<file path="config.mk">
export PLATFORM = sky130hd
export DESIGN_NAME = whnb_ram
export DESIGN_NICKNAME = d
export VERILOG_FILES = /design/src/rtl/weighted_histogram_nearest_bin_top_defines.svh /design/src/rtl/whnb_ram.sv
export SDC_FILE = /design/constraint.sdc
export NUM_CORES = 2
export LEC_CHECK = 0
export BUFFER_PORTS_ARGS = -buffer_cell sky130_fd_sc_hd__buf_2
export CAP_MARGIN = 10
export CORE_MARGIN = 1
export CORE_UTILIZATION = 50
export CTS_BUF_LIST = sky130_fd_sc_hd__clkbuf_4 sky130_fd_sc_hd__clkbuf_8
export CTS_CLUSTER_SIZE = 8
export DETAILED_ROUTE_END_ITERATION = 16
export PLACE_DENSITY = 0.65
export SYNTH_ARGS = -nofsm -noshare
export SYNTH_HDL_FRONTEND = slang
export SYNTH_SLANG_ARGS = --single-unit
</file>
<file path="constraint.sdc">
create_clock -name clk -period 7.1 [get_ports clk]
set_clock_uncertainty 0.15 [all_clocks]
set_input_delay 1.42 -clock clk [delete_from_list [all_inputs] [get_ports clk]]
set_output_delay 1.42 -clock clk [all_outputs]
set_load 0.005 [all_outputs]
</file>
<file path="src/rtl/weighted_histogram_nearest_bin_top_defines.svh">
// ----------------------------------------------------------------------------
// Assertion macros for the weighted histogram block
// Concurrent checks on clk, disabled while rst is high.
// ----------------------------------------------------------------------------
`ifndef WEIGHTED_HISTOGRAM_NEAREST_BIN_TOP_DEFINES_SVH
`define WEIGHTED_HISTOGRAM_NEAREST_BIN_TOP_DEFINES_SVH

// Same-cycle implication.
`define WHNB_ASSERT_NOW(label, ante, cons) \
  label: assert property (@(posedge clk) disable iff (rst) (ante) |-> (cons)) \
    else $error("whnb assertion failed");

// Next-cycle implication.
`define WHNB_ASSERT_NEXT(label, ante, cons) \
  label: assert property (@(posedge clk) disable iff (rst) (ante) |=> (cons)) \
    else $error("whnb assertion failed");

`endif

</file>
<file path="src/rtl/whnb_ram.sv">
// ----------------------------------------------------------------------------
// whnb_ram
// Simple dual-port RAM: one write port, one read port, registered read.
// ----------------------------------------------------------------------------
module whnb_ram #(
  parameter int WIDTH  = 32,
  parameter int DEPTH  = 64,
  parameter int ADDR_W = $clog2(DEPTH)
) (
  input  logic              clk,
  input  logic              we,
  input  logic [ADDR_W-1:0] waddr,
  input  logic [WIDTH-1:0]  wdata,
  input  logic [ADDR_W-1:0] raddr,
  output logic [WIDTH-1:0]  rdata
);

  logic [WIDTH-1:0] mem [DEPTH];

  always_ff @(posedge clk) begin
    if (we) begin
      mem[waddr] <= wdata;
    end
    rdata <= mem[raddr];
  end

endmodule

</file>
== Word level (Yosys, flattened, before mapping) ==
Memories as Yosys holds them, arrays and structs flattened. A register that Yosys moved wholly into a read port is not among the register bits.
Cells that the tools add are included.
Storage, ports and cells
  register bits: 0
  latch bits: 0
  bits in writable memories: 2048
  memory bits (read-only): 0
  input port bits: 46
  memories kept: 1
Memory list
  mem: depth 64, bits a word 32, read ports 1, clocked after memory_dff 1, wr ports 1, RTL line whnb_ram.sv:18  | logic [WIDTH-1:0] mem [DEPTH];
Operators by class
  $add $sub $neg: 0
  multiply operators: 0
  div/mod/pow operators: 0
  order comparisons: 0
  equality and inequality tests: 0
  shifts and indexed selects: 0
  multiplexer cells: 2
  bitwise logic cells: 0
  reduce and logical (&&, ||, !) cells: 0
Operator list (count)
  $mux 1: 2

== Longest topological paths before layout ==
  depth in word-level cells: 2
  depth in mapped cells: 10
  mapped depth without buffers: 5

== Worst setup path before layout ==
Ideal clock, no wire load.
  path type: input-to-reg
  from: input waddr[3]
  to: memory mem[48][0], enable pin
  setup time: 0.461 ns
  data arrival time: 4.119 ns
  setup slack: 2.370 ns
  stages: 4
  path through: clkbuf_1 > nor2b_1 > nand4b_1 > nor3_1
RTL lines
  start, declared: RTL line whnb_ram.sv:12  | input logic [ADDR_W-1:0] waddr,
  end, declared: RTL line whnb_ram.sv:18
No word-level cell before the write port.

==> impl_metrics.yaml <==
critical_path:
  cp_cell_sequence: "buf_8 -> buf_4 -> buf_4 -> mux4_2 -> mux4_2 -> o22ai_1 -> nor2_1"
  cp_max_fo: 58
  timing.critical_path.buf_inv: 3
  worst_setup_path_start_kind: "input port"
  critPathSlowestCell: "buf_4"
  critPathKind: "input port to flip-flop"
  cp_data_arrival_time_ps: 4710
  critPathTopFamily: "buffers and inverters"
  end_kind: "flip-flop"
  crit_path_max_incr_delay_ps: 600
  cp_data_required_time_ps: 7830
sta:
  rsz0062_at_grt: "no"
  hold_slack_ps: 609
  slew_violations: 0
  hold_viol: 0
  tightest_slew_ps: 1270
  finalSetupTns_ps: 0
  min_period_over_period_pct: 56.0
  slew_headroom_pct: 15.0
  setup_viol: 0
  period_minus_slack_ps: 3980
  fmax_mhz: 251
  fin_ws_ps: 3120
min_path:
  hold_class: "flip-flop to flip-flop"
place:
  portBuffers: 77
  gp_congestion: 0.778
  preCtsSetupSlack_ps: 2010
  dpl.hpwl_mm: 105
  dpl-instance-area_mm2: 0.0821
detailed_routing:
  firstDrtPassIters: 6
  antenna_left: 0
  drc_errors: 0
  vias: 37100
  wl_per_cell_um: 32.8
  wl_mm: 196
  via_per_inst: 6.22
  drtIter0Drc: 4341
synthesis:
  synth.distinct_cells: 34
  synth_top_area_share_pct: 78.3
  synth_edf_count: 2048
  syn_avg_cell_area_um2: 23.6
  syn_area_mm2: 0.0785
  synth_ff_type: "edfxtp_1"
  yosys.area.top_type: "edfxtp_1"
  yosysMostFrequentCell: "edfxtp_1"
  synth_area_leaders: "edfxtp_1 (78%), mux4_2 (16%), mux2i_1 (1.2%)"
  async_flop_share_pct: 0
  yosys_warnings: 0
  syn-instance-count: 3324
  yosys_register_bits: 2080
  synth_common_cells: "edfxtp_1 (2048), mux4_2 (544), nor2_1 (137), mux2i_1 (93), o22ai_1 (84)"
  syn-num-nets: 3370
  yosysSeqAreaShare_pct: 79.1
global_routing:
  grt_use_met1_pct: 36.0
  met3_usage_pct: 5.37
  antenna_found_initial: 16
  grt_pass1_vias: 37700
  grt-ovfl-total: 0
  grt_max_degree: 107
  grt_usage_pct: 25.1
  gr-max-usage-layer: "met2"
  grt_use_met2_pct: 39.3
  grt_pass1_wl_mm: 277
cells_and_area:
  drive_gt1_share_pct: 34.2
  syn2layout_area_growth_pct: 12.7
  fin_area_mm2: 0.0885
  fillers: 11300
  fin_nets: 3719
floorplanning:
  die_w_um: 398
  die_area_mm2: 0.159
  initial_core_util_pct: 50.3
  io_pins: 78
  die_h_um: 398
  core-area_mm2: 0.156
  row_count: 145
clock_tree:
  numCtsBuffers: 342
  cts_resized: 0
  clk_pin_slew_worst_paths_ps: 60
  root_buffer: "clkbuf_8"
  cts_tree: "yes"
  postCtsSetupBuffers: 0
  clkLatencyLatePin_ps: 1020
  clkSinkCount: 2080
  hold_buffers: 0
  h-tree-depth: 5
  clockBufferDepth: 4
power:
  ir_worst_vdd_uv: 232
  p_per_area_mw_per_mm2: 280
  p_leak_nw: 27.7
outcome:
  status: "finished clean"
flow_run:
  max_cap_violations: 0
power by group:
part	switching [W]	leakage (nW)	total [W]	internal, W
registers	0.0000571	18.7	0.0137	0.0136
logic	0.000726	5.60	0.00117	0.000443
clock network	0.00445	3.42	0.00992	0.00547
total	0.00523	27.7	0.0248	0.0195
flip-flops by register name, summed over array words and instances, names as in the netlist:
signal and cells:
mem 2048, rdata 32
logic make-up after synthesis:
| group | Yosys count | share of synthesized area (%) |
|---|---|---|
| DFF | 2080 | 79.1 |
| muxes | 637 | 16.8 |
| and+or+nand+nor | 223 | 1.27 |
| AOI/OAI and AO/OA | 202 | 1.67 |
| buffers and inverters | 182 | 1.13 |
through the flow:
| step | utilization [%] | cells | total power [W] |
|---|---|---|---|
| 2_1_floorplan | - | 3324 | 0.0145 |
| 3_3_place_gp | 52.6 | 5387 | 0.0151 |
| 3_5_place_dp | 52.6 | 5387 | 0.0151 |
| 4_1_cts | 56.7 | 5955 | 0.0249 |
| 5_1_grt | 56.7 | 5956 | 0.0255 |
| 6_report | 56.7 | 5965 | 0.0248 |
cell type report:
class / instances / area (um^2) / share of cell area [%]
multi-input cells: 1062 / 16000 / 18.0
repair buffers: 187 / 1390 / 1.57
clock buffers: 518 / 6150 / 6.96
diodes: 10 / 25.0 / 0.0283
flip-flops and latches: 2080 / 62100 / 70.2
clock inverters: 50 / 224 / 0.253
well taps: 2058 / 2570 / 2.91
layer usage:
layer / up-vias / share of wire (%)
met5: - / 0.036
met4: 10 / 2.1
met3: 257 / 9.6
met2: 1884 / 48
met1: 19900 / 40
li1: 15000 / -
cells in the final DEF, fill, tap and decap left out, types with 3 or more instances in the layout:
cell        instances
o22ai_1            84
edfxtp_1         2048
a21oi_1            62
o32ai_1             4
a311oi_1            8
nor2b_1            15
a22oi_1            12
mux2i_1            93
a41o_1              4
nand2_1            26
nor3_1              5
nand3_1             5
dfxtp_1            32
buf_2              73
clkbuf_4          156
nor2_4             62
nor2_1             75
o221ai_1           27
clkinvlp_4          5
or3b_2              3
clkinv_1           34
buf_8               3
mux4_2            544
clkinv_2           10
buf_4              99
nand2b_1            7
buf_12             11
and3_1              4
clkbuf_8          362
or3_1               3
nand3b_1            5
diode_2            10
worst reg2reg max path: cells and delay by family, from the launching register on:
family / cells / cell delay [ps]
AOI/OAI and AO/OA: 3 / 1150
DFF: 1 / 360
and+or+nand+nor: 1 / 80
muxes: 1 / 500
path summary, 6_finish.rpt:
| kind | cells after the start | from | slack [ps] | endpoint |
|---|---|---|---|---|
| setup / recovery | 7 | raddr[0] | 3120 | rdata[25] |
| hold / removal | 4 | mem[28][8] | 610 | rdata[8] |
| setup reg to reg | 5 | mem[37][6] | 4710 | rdata[6] |
| hold reg to reg | 4 | mem[28][8] | 610 | rdata[8] |
Note: power is estimated with default switching activity, not from simulation.
